`config.mk`:
```
export PLATFORM = sky130hd
export DESIGN_NAME = cbf_fifo
export DESIGN_NICKNAME = d
export VERILOG_FILES = /design/src/sv/cbf_pkg.sv /design/src/sv/cbf_fifo.sv
export SDC_FILE = /design/constraint.sdc
export NUM_CORES = 1
export LEC_CHECK = 0
export BUFFER_PORTS_ARGS = -buffer_cell sky130_fd_sc_hd__buf_2
export CORE_AREA = 2 2 46 91
export CTS_CLUSTER_DIAMETER = 40
export DETAILED_ROUTE_END_ITERATION = 6
export DIE_AREA = 0 0 48 93
export GPL_TIMING_DRIVEN = 0
export MAX_ROUTING_LAYER = met4
export PLACE_DENSITY_LB_ADDON = 0.05
export SETUP_SLACK_MARGIN = 0.05
export SLEW_MARGIN = 40
export SYNTH_ARGS = -nofsm -noshare
export SYNTH_HDL_FRONTEND = slang
export SYNTH_SLANG_ARGS = --single-unit
```
`constraint.sdc`:
```
create_clock -name i_clk -period 2.1 [get_ports i_clk]
set_input_delay 0.21 -clock i_clk [delete_from_list [all_inputs] [get_ports i_clk]]
set_output_delay 0.21 -clock i_clk [all_outputs]
set_load 0.005 [all_outputs]
```
`src/sv/cbf_pkg.sv`:
```
// Package with shared widths, codes and default sizes of the covariance block fold.
`default_nettype none

package cbf_pkg;

    // Field widths of the request and response channels.
    localparam int CMD_W = 2;
    localparam int ROW_W = 10;
    localparam int VAL_W = 32;
    localparam int SUM_W = 38;

    // Command codes carried by a request.
    localparam logic [CMD_W-1:0] CMD_ACC      = 2'd0;
    localparam logic [CMD_W-1:0] CMD_READ     = 2'd1;
    localparam logic [CMD_W-1:0] CMD_READ_CLR = 2'd2;

    // Default geometry of the full matrix.
    localparam int DEF_E_BINS     = 11;
    localparam int DEF_M_BINS     = 19;
    localparam int DEF_E_SPECTRA  = 7;
    localparam int DEF_M_SPECTRA  = 2;
    localparam int DEF_DETECTORS  = 3;
    localparam int DEF_POLARITIES = 2;
    localparam int DEF_CDIM =
        (DEF_E_BINS + DEF_M_BINS) * DEF_DETECTORS * DEF_POLARITIES;

    // Depth of the queue between front and back.
    localparam int QDEPTH = 4;

    // Fixed-point shift of the reciprocal multipliers used for constant division.
    localparam int RECIP_SH = 22;

    // Operation handed from front to back.
    typedef enum logic [1:0] {
        OP_ACC,
        OP_READ,
        OP_READ_CLR,
        OP_READ_ZERO
    } t_op;

endpackage

`default_nettype wire

```
`src/sv/cbf_fifo.sv`:
```
// Short register queue between the front and back parts.
`default_nettype none

module cbf_fifo import cbf_pkg::*; #(
    parameter int W     = 8,
    parameter int DEPTH = QDEPTH
) (
    input  wire logic         i_clk,
    input  wire logic         i_rst_n,
    input  wire logic         i_push,
    input  wire logic [W-1:0] i_din,
    output logic              o_full,
    input  wire logic         i_pop,
    output logic [W-1:0]      o_dout,
    output logic              o_empty
);
    localparam int PW = (DEPTH > 1) ? $clog2(DEPTH) : 1;
    localparam int CW = $clog2(DEPTH + 1);

    logic [W-1:0]  r_mem [DEPTH];
    logic [PW-1:0] r_wptr;
    logic [PW-1:0] r_rptr;
    logic [CW-1:0] r_count;
    logic          push_ok;
    logic          pop_ok;

    assign o_full  = (r_count == CW'(DEPTH));
    assign o_empty = (r_count == '0);
    assign push_ok = i_push & ~o_full;
    assign pop_ok  = i_pop & ~o_empty;
    assign o_dout  = r_mem[r_rptr];

    always_ff @(posedge i_clk) begin
        if (!i_rst_n) begin
            r_wptr  <= '0;
            r_rptr  <= '0;
            r_count <= '0;
        end else begin
            if (push_ok) begin
                r_wptr <= (r_wptr == PW'(DEPTH - 1)) ? '0 : r_wptr + 1'b1;
            end
            if (pop_ok) begin
                r_rptr <= (r_rptr == PW'(DEPTH - 1)) ? '0 : r_rptr + 1'b1;
            end
            unique case ({push_ok, pop_ok})
                2'b10:   r_count <= r_count + 1'b1;
                2'b01:   r_count <= r_count - 1'b1;
                default: r_count <= r_count;
            endcase
        end
    end

    always_ff @(posedge i_clk) begin
        if (push_ok) begin
            r_mem[r_wptr] <= i_din;
        end
    end
endmodule

`default_nettype wire

```
After elaboration in Yosys (flattened, before gate mapping)
Memories as Yosys holds them, arrays and structs flattened. A register that Yosys moved wholly into a read port is not among the register bits.
Cells that the tools add are included.
{"block": "totals", "reg_bits": 7, "ramBits": 32, "input_bits": 12, "out_inout_bits": 10, "n_memories": 1}
{"name": "r_mem", "words": 4, "word_bits": 8, "rd": 1, "rd_ports_with_merged_regs": 1, "write_ports": 1, "line": "cbf_fifo.sv:20", "text": "logic [W-1:0] r_mem [DEPTH];"}
{"block": "op_classes", "addsub": 4, "eq_ne": 5, "n_mux": 7, "n_bitwise": 4, "reduce_logical": 2}
{"operator": "2-bit 2-to-1 mux", "n": 4}
{"operator": "2-bit == test (second input constant)", "n": 3}
{"operator": "3-bit one-hot mux with 2 select lines", "n": 1}
{"operator": "2-bit by 1-bit adder with 2-bit output (second input constant)", "n": 2}
{"operator": "3-bit by 1-bit adder with 3-bit output (second input constant)", "n": 1}
{"operator": "3-bit == test (second input constant)", "n": 1}
{"operator": "3-bit zero test", "n": 1}
{"operator": "3-bit by 1-bit subtractor with 3-bit output (second input constant)", "n": 1}
{"operator": "1-bit bitwise AND", "n": 2}
{"operator": "2-bit by 1-bit == test with 1-bit output (second input constant)", "n": 1}
{"operator": "1-bit 2-to-1 mux", "n": 2}
{"operator": "1-bit NOT", "n": 2}
{"operator": "2-bit nonzero test", "n": 1}

Depth between registers and ports, before layout
Gate-level depths: netlist of run 1.
{"block": "depth", "word_depth": 5, "ltp_mapped": 10, "ltp_nobuf": 9}

Worst setup path after synthesis of run 1
No wires, ideal clock.
{"block": "synth_path", "path_kind": "reg-to-reg", "from": "register r_count[2]", "to": "register r_count[2]", "setup_ps": 76, "arrival_ps": 1966, "path_slack_ps": 58, "stages_incl_launch_ff": 11, "path_cell_list": "dfxtp_1 -> nor3b_2 -> nor2b_1 -> buf_2 -> inv_1 -> ha_1 -> inv_1 -> fa_1 -> xor2_1 -> or3_1 -> a21boi_0"}
{"block": "synth_via", "elab_chain_cells": 5, "elab_cells_between_ends": 12, "classes_between": "add/sub: 2; eq/ne: 3; mux: 1; bitwise: 4; reduce/logical: 2"}
{"element": "start: declaration", "line": "cbf_fifo.sv:23", "text": "logic [CW-1:0] r_count;"}
{"element": "start signal: assignment", "line": "cbf_fifo.sv:46", "text": "2'b10: r_count <= r_count + 1'b1;"}
{"element": "start signal: assignment", "line": "cbf_fifo.sv:47", "text": "2'b01: r_count <= r_count - 1'b1;"}
{"element": "start signal: assignment", "line": "cbf_fifo.sv:48", "text": "default: r_count <= r_count;"}
{"element": "3-bit == test (*)", "line": "cbf_fifo.sv:27", "text": "assign o_full = (r_count == CW'(DEPTH));"}
{"element": "net o_full", "line": "cbf_fifo.sv:12", "text": "output logic o_full,"}
{"element": "1-bit NOT (*)", "line": "cbf_fifo.sv:29", "text": "assign push_ok = i_push & ~o_full;"}
{"element": "1-bit bitwise AND (*)", "line": "cbf_fifo.sv:29"}
{"element": "2-bit by 1-bit == test with 1-bit output / 2-bit == test (equally long branches)", "line": "cbf_fifo.sv:45", "text": "unique case ({push_ok, pop_ok})"}
{"element": "3-bit one-hot mux with 2 select lines / 2-bit nonzero test (equally long branches)"}
The timed path passes the listed nets; every way through them passes the cells marked *.
A chain may end at the register's enable or synchronous reset.

Final worst setup path of run 1
{"block": "layout_path", "from": "register r_count[0]", "to": "register r_count[1]"}
{"block": "layout_via", "elab_chain_cells": 5, "elab_cells_between_ends": 12, "classes_between": "add/sub: 2; eq/ne: 3; mux: 1; bitwise: 4; reduce/logical: 2"}
{"element": "3-bit == test / 3-bit zero test (equally long branches)", "line": "cbf_fifo.sv:27, cbf_fifo.sv:28"}
{"element": "1-bit NOT (on tied branches)", "line": "cbf_fifo.sv:29, cbf_fifo.sv:30"}
{"element": "1-bit bitwise AND (on tied branches)", "line": "cbf_fifo.sv:29, cbf_fifo.sv:30"}
{"element": "2-bit by 1-bit == test with 1-bit output / 2-bit == test (equally long branches)", "line": "cbf_fifo.sv:45"}
{"element": "3-bit one-hot mux with 2 select lines / 2-bit nonzero test (equally long branches)"}
Several ways; a longest one is shown, not always the timed one.

==> results.tsv, run 1 <==
stage	metric	value	unit
finish	commonest non-fill, non-tap cell in the layout	edfxtp_1	
clocking	clock root buffer	clkbuf_8	
grt	initial antenna violation count	0	
sta	Fmax	524	MHz
placement	placer congestion estimate	0.635	
grt	overall routing resource usage	14.5	%
synthesis	Seq/Total Area, Yosys	69.4	%
setup_path	critical path data required time	2330	ps
hold_path	hold path startpoint	i_din[5]	
sta	worst setup margin	192	ps
sta	hold_ws	125	ps
detailed_routing	post-route ant nets	0	
setup_path	Worst Path Max Fanout	5	
clocking	Post-CTS Hold Fix Bufs	0	
placement	worst slack at placement	-67.8	ps
grt	vias in the first global route	890	
grt	global-route wire length before repair	4130	um
synthesis	Synth Register Bits	41	
die	Die Wd	48	um
setup_path	FF-to-FF path depth	8	
placement	input/output buffers	21	
synthesis	Cells after Synth	98	
finish	Multi-input gate area	492	um^2
setup_path	CP Capture Type	flop	
power	internal power	1550	uW
power	Leakage	0.000721	uW
power	Comb power frac	27.7	%
die	io pins	22	
power	register share of total power	49.6	%
finish	storage element area	1150	um^2
clocking	Sink Count	41	
sta	Max Slew Vio Count	0	
sta	Fin. Hold Viols	0	
job	Max-Cap Viols	0	
synthesis	Distinct cells, synth	22	
clocking	clk buf depth	2	
hold_path	hold depth	1	
detailed_routing	drt initial violations	20	
setup_path	CP Launch Type	flop	
setup_path	R2R Path End	r_count[1]	
die	Die H	93	um
power	PD cells	1080	nW/um^2
power	Clock power frac	22.8	%
clocking	H-Tree Level Count	2	
die	initial core utilization	43.2	%
die	Rows	32	
finish	ratio of cells with drive above 1 in the final layout	39.7	%
sta	clock skew	8.54	ps
detailed_routing	routed vias/inst	4.74	
synthesis	Mapped Area	1640	um^2
synthesis	YS warnings	0	
sta	Min Clock Period, post-route	1910	ps
clocking	clock-pin transition on the worst setup and hold timing paths	80	ps
clocking	cts bufs inserted	5	
detailed_routing	vias	863	
die	Core Region	3800	um^2
clocking	Clk Latency, worst-skew pair	290	ps
finish	Final nets	149	
detailed_routing	final WL	2530	um
hold_path	Worst Hold Class	in2reg	
detailed_routing	number of remaining DRC errors	0	
detailed_routing	drt wl/cell	13.9	um
status	outcome	completed	
clocking	CTS tree	done	
power	VDD IR max	505	uV
finish	Fillers	324	
sta	Final period util	90.9	%
hold_path	Hold Path Sink	r_mem[0][5]	
power	switching power	583	uW
finish	layout overhead on the synthesized area	20.2	%
grt	largest net degree at the start of global routing	14	
power	Net Sw Frac	27.4	%
detailed_routing	Pre-antenna DRT Iters	4	
die	total die area	4460	um^2
setup_path	crit path DAT	2140	ps
finish	most frequent cells in the layout	edfxtp_1, buf_2, mux4_2, nand2_1	
sta	RSZ-0062 raised after global routing	no	
grt	total gr overflow	0	
synthesis	Post-Syn Area per Cell	16.8	um^2
synthesis	syn_nets	117	
setup_path	r2r startpoint	r_count[0]	
finish	Antenna diodes	0	
sta	Final setup violation count	0	
setup_path	Reg2Reg Setup Slack	190	ps
sta	Slew Limit Headroom	66.0	%
placement	detailed placement HPWL	1760	um
setup_path	Setup CP Type	reg2reg	
sta	Tightest Pin Transition	509	ps
-- power by group through the flow --
stage / clock [uW] / combinational, uW / sequential [uW]
global route: 529 / 672 / 1070
floorplan: 0 / 363 / 1050
detailed placement: 0 / 526 / 1070
global placement: 0 / 518 / 1060
CTS: 503 / 546 / 1060
finish: 485 / 589 / 1060
-- registers in the layout, indices dropped and copies added, names as in the netlist, named ones only --
name / flops
r_count: 3
r_rptr: 2
r_mem: 32
r_wptr: 2
-- cell usage after synthesis --
cell type / number / area, um^2
ha_1: 6 / 75.1
edfxtp_1: 32 / 961
inv_1: 7 / 26.3
nor2_1: 2 / 7.51
a21boi_0: 1 / 7.51
fa_1: 1 / 20.0
or3_1: 1 / 6.26
nor3_1: 1 / 5.00
nand3_1: 2 / 10.0
buf_2: 2 / 10.0
nand2_1: 7 / 26.3
mux2i_1: 2 / 20.0
mux4_2: 8 / 180
nor2b_1: 1 / 6.26
o21ai_0: 4 / 20.0
nor3b_2: 1 / 12.5
o31ai_1: 1 / 7.51
xnor2_1: 1 / 8.76
xor2_1: 1 / 8.76
clkbuf_1: 2 / 7.51
and2_1: 6 / 37.5
dfxtp_1: 9 / 180
-- worst max-delay path: stages (launching register included) --
cell	delay (ps)
dfxtp_4	370
buf_4	150
o31ai_4	290
inv_1	80
ha_2	200
inv_1	60
fa_2	430
o21ai_0	140
and2_1	130
-- metal layers --
layer	routed length [um]	track usage [%]
met5	0	-
met4	88	9.46
met3	104	4.05
met2	1460	23.7
met1	882	13.8
-- layout make-up --
cell class	instances	share of cell area, %
plain buffers	3	0.633
clock buffers	5	3.48
clock inverters	3	0.887
inverters	7	1.33
multi-input cells	46	24.9
flip-flops and latches	41	58.3
well taps	51	3.23
repair buffers	26	7.22
-- worst max path at each step --
stage                     slack [ps]  startpoint    endpoint  cells past startpoint
after floorplan                   60  r_count[2]  r_count[2]                     10
after global placement           -60  r_count[2]  r_count[2]                     10
after detailed placement         -70  r_count[2]  r_count[2]                     10
after CTS                         80  r_count[0]  r_count[2]                      9
after global routing              70  r_count[1]  r_count[2]                      9
final                            190  r_count[0]  r_count[1]                      8
-- cell families (layout without fill, tap and decap cells) --
family / Yosys count / in the layout / synth area share (%)
flip-flops: 41 / 41 / 69.4
AND/OR/NAND/NOR: 21 / 21 / 6.77
buffers and inverters: 11 / 44 / 2.66
multiplexers: 10 / 10 / 12.2
adder cells (fa/ha/maj): 7 / 7 / 5.78
AO/OA/AOI/OAI: 6 / 6 / 2.13
XOR/XNOR: 2 / 2 / 1.07
-- timing repair --
action,4_1_cts,5_1_grt
resized for setup,10,5
endpoints found under the setup margin,2,1
pin swaps,1,3
setup buffers,1,4
-- stage by stage --
stage | std cells | total power [uW] | utilization [%] | setup TNS, ps | instance area, um^2
2_1_floorplan | 98 | 1410 | - | 0 | 1640
4_1_cts | 178 | 2110 | 50.8 | 0 | 1930
6_report | 182 | 2130 | 51.9 | 0 | 1980
5_1_grt | 182 | 2270 | 51.9 | 0 | 1980
3_3_place_gp | 170 | 1580 | 47.7 | -57.7 | 1810
3_5_place_dp | 170 | 1590 | 47.7 | -67.8 | 1810
Power figures use the tool's default switching activity.
==> run 2, diff against run 1 <==
--- a/config.mk
+++ b/config.mk
@@ -11,7 +11,6 @@
 export DETAILED_ROUTE_END_ITERATION = 6
 export DIE_AREA = 0 0 48 93
 export GPL_TIMING_DRIVEN = 0
-export MAX_ROUTING_LAYER = met4
 export PLACE_DENSITY_LB_ADDON = 0.05
 export SETUP_SLACK_MARGIN = 0.05
 export SLEW_MARGIN = 40
==> run 2 against run 1 <==
  * Via count did not move
  * Cell area did not move
  * Sequential power barely moved
  * Die area did not move
==> results.tsv, run 2 (synthesized netlist as in run 1, its figures left out) <==
stage	metric	value	unit
status	outcome	completed	
grt	global-route wire length before repair	4140	um
sta	Slew Limit Headroom	66.0	%
sta	Final period util	90.9	%
finish	Fillers	324	
clocking	Sink Count	41	
setup_path	Reg2Reg Setup Slack	190	ps
setup_path	crit path DAT	2140	ps
placement	placed cell count	170	
detailed_routing	drt initial violations	17	
grt	initial antenna violation count	0	
die	initial core utilization	43.2	%
clocking	clock root buffer	clkbuf_8	
sta	Fin. Hold Viols	0	
setup_path	CP Capture Type	flop	
grt	overall routing resource usage	14.2	%
grt	total gr overflow	0	
detailed_routing	vias	863	
power	VDD IR max	506	uV
setup_path	Worst Path Max Fanout	5	
power	PD cells	1080	nW/um^2
finish	Antenna diodes	0	
detailed_routing	routed vias/inst	4.74	
finish	Multi-input gate area	492	um^2
job	Max-Cap Viols	0	
detailed_routing	Pre-antenna DRT Iters	4	
placement	detailed placement HPWL	1760	um
setup_path	CP Launch Type	flop	
sta	Tightest Pin Transition	509	ps
sta	Fmax	524	MHz
detailed_routing	final WL	2530	um
hold_path	Worst Hold Class	in2reg	
grt	vias in the first global route	890	
sta	Final setup violation count	0	
die	Core Region	3800	um^2
placement	placer congestion estimate	0.630	
placement	dpl cell area	1810	um^2
clocking	CTS tree	done	
die	Die H	93	um
power	Leakage	0.000721	uW
finish	commonest non-fill, non-tap cell in the layout	edfxtp_1	
grt	largest net degree at the start of global routing	14	
detailed_routing	drt wl/cell	13.9	um
clocking	clk buf depth	2	
detailed_routing	number of remaining DRC errors	0	
sta	hold_ws	125	ps
clocking	Post-CTS Hold Fix Bufs	0	
placement	input/output buffers	21	
finish	storage element area	1150	um^2
sta	clock skew	8.54	ps
clocking	Clk Latency, worst-skew pair	290	ps
die	Die Wd	48	um
clocking	H-Tree Level Count	2	
finish	layout overhead on the synthesized area	20.2	%
finish	final core occ	51.9	%
setup_path	FF-to-FF path depth	8	
clocking	cts bufs inserted	5	
finish	Final nets	149	
finish	fin area	1980	um^2
sta	RSZ-0062 raised after global routing	no	
sta	Max Slew Vio Count	0	
die	Rows	32	
clocking	clock-pin transition on the worst setup and hold timing paths	80	ps
setup_path	Setup CP Type	reg2reg	
setup_path	critical path data required time	2330	ps
finish	ratio of cells with drive above 1 in the final layout	39.7	%
die	io pins	22	
hold_path	hold depth	1	
sta	Min Clock Period, post-route	1910	ps
finish	max FFs per register	32	
die	total die area	4460	um^2
finish	biggest regs	r_mem x32, r_count x3	
finish	most frequent cells in the layout	edfxtp_1, buf_2, mux4_2, nand2_1	
finish	Top reg by flops	r_mem	
power	total power	2130	uW
detailed_routing	post-route ant nets	0	
finish	fin cells	182	
==> run 2: area by class of cell <==
cell class / instances / share of cell area, %
buffer: 3 / 0.633
inverter: 7 / 1.33
tap: 51 / 3.23
sequential: 41 / 58.3
multi-input combinational: 46 / 24.9
clock buffer: 5 / 3.48
clock inverter: 3 / 0.887
timing repair buffer: 26 / 7.22
==> run 2: final timing paths <==
check             start          end
max reg2reg  r_count[0]   r_count[1]
min            i_din[5]  r_mem[0][5]
max          r_count[0]   r_count[1]
min reg2reg   r_wptr[1]    r_wptr[1]
==> run 2: routing by layer <==
metal  vias up  wire length, um  track usage [%]
li1        421                -                -
met5         -                0                0
met4         0               88             9.46
met1       414              882             13.8
met2        21             1460             23.7
met3         7              104             4.05
==> run 2: power breakdown <==
part,switching [uW],internal [uW]
Combinational,273,316
Sequential,54.0,1000
Clock,256,229
==> run 2: critical path, stage by stage, from the launching register on <==
cell,delay [ps]
dfxtp_4,370
buf_4,150
o31ai_4,290
inv_1,80
ha_2,200
inv_1,60
fa_2,430
o21ai_0,140
and2_1,130
==> run 2: stage by stage <==
stage / setup slack (ps) / TNS (ps)
floorplan: 58.2 / 0
global placement: -57.7 / -57.7
detailed placement: -67.8 / -67.8
CTS: 77.7 / 0
global route: 71.0 / 0
finish: 192 / 0
==> run 2: timing repair <==
action,CTS,global route
gates resized for setup,10,5
pin swaps,1,3
setup buffers,1,4
endpoints found under the setup margin,2,1
==> run 3, diff against run 2 <==
--- a/config.mk
+++ b/config.mk
@@ -5,11 +5,11 @@
 export SDC_FILE = /design/constraint.sdc
 export NUM_CORES = 1
 export LEC_CHECK = 0
-export BUFFER_PORTS_ARGS = -buffer_cell sky130_fd_sc_hd__buf_2
 export CORE_AREA = 2 2 46 91
 export CTS_CLUSTER_DIAMETER = 40
 export DETAILED_ROUTE_END_ITERATION = 6
 export DIE_AREA = 0 0 48 93
+export DONT_BUFFER_PORTS = 1
 export GPL_TIMING_DRIVEN = 0
 export PLACE_DENSITY_LB_ADDON = 0.05
 export SETUP_SLACK_MARGIN = 0.05
==> run 3 against run 2 <==
  * Routed wire length increased by 0.67%
  * Clock skew decreased by 3.4 ps
  * First-iteration DRC count decreased by 18%
  * Via count decreased by 7.9%
  * Register-to-register slack got worse by 40 ps
  * Core utilization decreased by 2.6 points
  * Sequential power about the same
  * Combinational power decreased by 21%
  * Cell area decreased by 5.1%
  * Non-clock buffer count decreased by 20
  * Die area unchanged
  * Cell count decreased by 11%
==> results.tsv, run 3 (synthesized netlist as in run 1, its figures left out) <==
stage	metric	value	unit
detailed_routing	vias	795	
setup_path	Critical Path Source	r_count[1]	
sta	Slew Limit Headroom	65.4	%
die	initial core utilization	43.2	%
finish	ratio of cells with drive above 1 in the final layout	23.4	%
grt	initial antenna violation count	0	
hold_path	hold depth	0	
setup_path	critical path data required time	2320	ps
grt	total gr overflow	0	
die	io pins	22	
finish	max FFs per register	32	
clocking	Clk Latency, worst-skew pair	290	ps
finish	most frequent cells in the layout	edfxtp_1, mux4_2, inv_1, nand2_1	
grt	largest net degree at the start of global routing	13	
sta	setup TNS	0	ps
placement	detailed placement HPWL	1700	um
power	Net Sw Frac	27.1	%
clocking	clk buf depth	2	
die	Die Wd	48	um
sta	Fmax	513	MHz
setup_path	CP Launch Type	flop	
setup_path	Reg2Reg Setup Slack	150	ps
die	Die H	93	um
setup_path	Setup CP Type	reg2reg	
power	Comb power frac	23.3	%
finish	fin cells	162	
sta	Tightest Pin Transition	519	ps
power	total power	2010	uW
sta	Final setup violation count	0	
detailed_routing	Pre-antenna DRT Iters	4	
sta	Max Slew Vio Count	0	
sta	Min Clock Period, post-route	1950	ps
power	internal power	1470	uW
setup_path	crit path DAT	2170	ps
clocking	clock root buffer	clkbuf_8	
detailed_routing	final WL	2550	um
die	Rows	32	
placement	input/output buffers	0	
clocking	cts bufs inserted	5	
power	Clock power frac	23.8	%
clocking	CTS tree	done	
setup_path	CP Capture Type	flop	
detailed_routing	number of remaining DRC errors	0	
detailed_routing	routed vias/inst	4.91	
finish	final core occ	49.3	%
power	register share of total power	52.9	%
detailed_routing	drt initial violations	14	
setup_path	Worst Path Max Fanout	5	
finish	Final nets	129	
power	switching power	546	uW
grt	overall routing resource usage	13.5	%
die	total die area	4460	um^2
sta	Final period util	92.8	%
sta	RSZ-0062 raised after global routing	yes	
die	Core Region	3800	um^2
finish	Top reg by flops	r_mem	
placement	placer congestion estimate	0.647	
detailed_routing	drt wl/cell	15.7	um
finish	biggest regs	r_mem x32, r_count x3	
status	outcome	completed	
grt	global-route wire length before repair	3950	um
detailed_routing	post-route ant nets	0	
setup_path	FF-to-FF path depth	9	
setup_path	R2R Path End	r_count[2]	
placement	placed cell count	149	
clocking	Sink Count	41	
finish	Antenna diodes	0	
job	Max-Cap Viols	0	
clocking	H-Tree Level Count	2	
clocking	clock-pin transition on the worst setup and hold timing paths	70	ps
setup_path	CP endpoint	r_count[2]	
hold_path	Worst Hold Class	in2reg	
power	PD cells	1070	nW/um^2
power	VDD IR max	545	uV
power	Leakage	0.000639	uW
sta	Fin. Hold Viols	0	
grt	vias in the first global route	833	
setup_path	r2r startpoint	r_count[1]	
finish	commonest non-fill, non-tap cell in the layout	edfxtp_1	
sta	clock skew	5.10	ps
finish	layout overhead on the synthesized area	14.1	%
[run 3: layout make-up]
type                    count  area (um^2)
plain buffers               3         12.5
multi-input cells          46          483
clock buffers               6         72.6
inverters                   7         26.3
flip-flops and latches     41         1150
well taps                  51         63.8
repair buffers              6         55.1
fillers                   340         1930
clock inverters             2         10.0
[run 3: routing by layer]
layer	GRT usage (%)	share of wire, %
met4	7.43	2.8
met3	5.41	5.3
met2	22.2	55
met1	13.4	36
met5	0	0
[run 3: worst min path at each step]
stage,from,to,slack [ps]
finish,i_din[0],r_mem[3][0],10
global placement,i_din[5],r_mem[2][5],310
floorplan,i_din[0],r_mem[0][0],310
detailed placement,i_din[0],r_mem[3][0],310
global route,i_din[4],r_mem[2][4],1
CTS,i_din[5],r_mem[3][5],5
[run 3: critical path: stages, from the launching register on]
cell,delay [ps]
dfxtp_4,370
nor3b_4,260
nor2b_4,60
inv_1,60
ha_2,170
inv_1,50
fa_2,330
xor2_1,150
or3_1,310
a21boi_1,120
[run 3: power by group through the flow]
stage | clock [uW] | sequential (uW) | combinational [uW]
2_1_floorplan | 0 | 1050 | 363
3_3_place_gp | 0 | 1060 | 433
3_5_place_dp | 0 | 1070 | 447
4_1_cts | 493 | 1060 | 466
5_1_grt | 520 | 1080 | 539
6_report | 480 | 1060 | 468
[run 3: timing repair]
item,in CTS,in global routing
pin swaps,1,3
hold buffers,0,4
endpoints found under the setup margin,1,2
resized for setup,9,4
hold endpoints to repair,0,15
gates cloned,0,0
buffers inserted,1,1
[run 3: per-stage QoR]
| step | area (um^2) | hold slack, ps | worst slack [ps] |
|---|---|---|---|
| after CTS | 1820 | 5.25 | 71.2 |
| after floorplan | 1640 | 309 | 58.2 |
| after global placement | 1710 | 309 | -95.8 |
| after global routing | 1880 | 1.19 | -8.31 |
| final | 1880 | 13.9 | 151 |
| after detailed placement | 1710 | 309 | -111 |
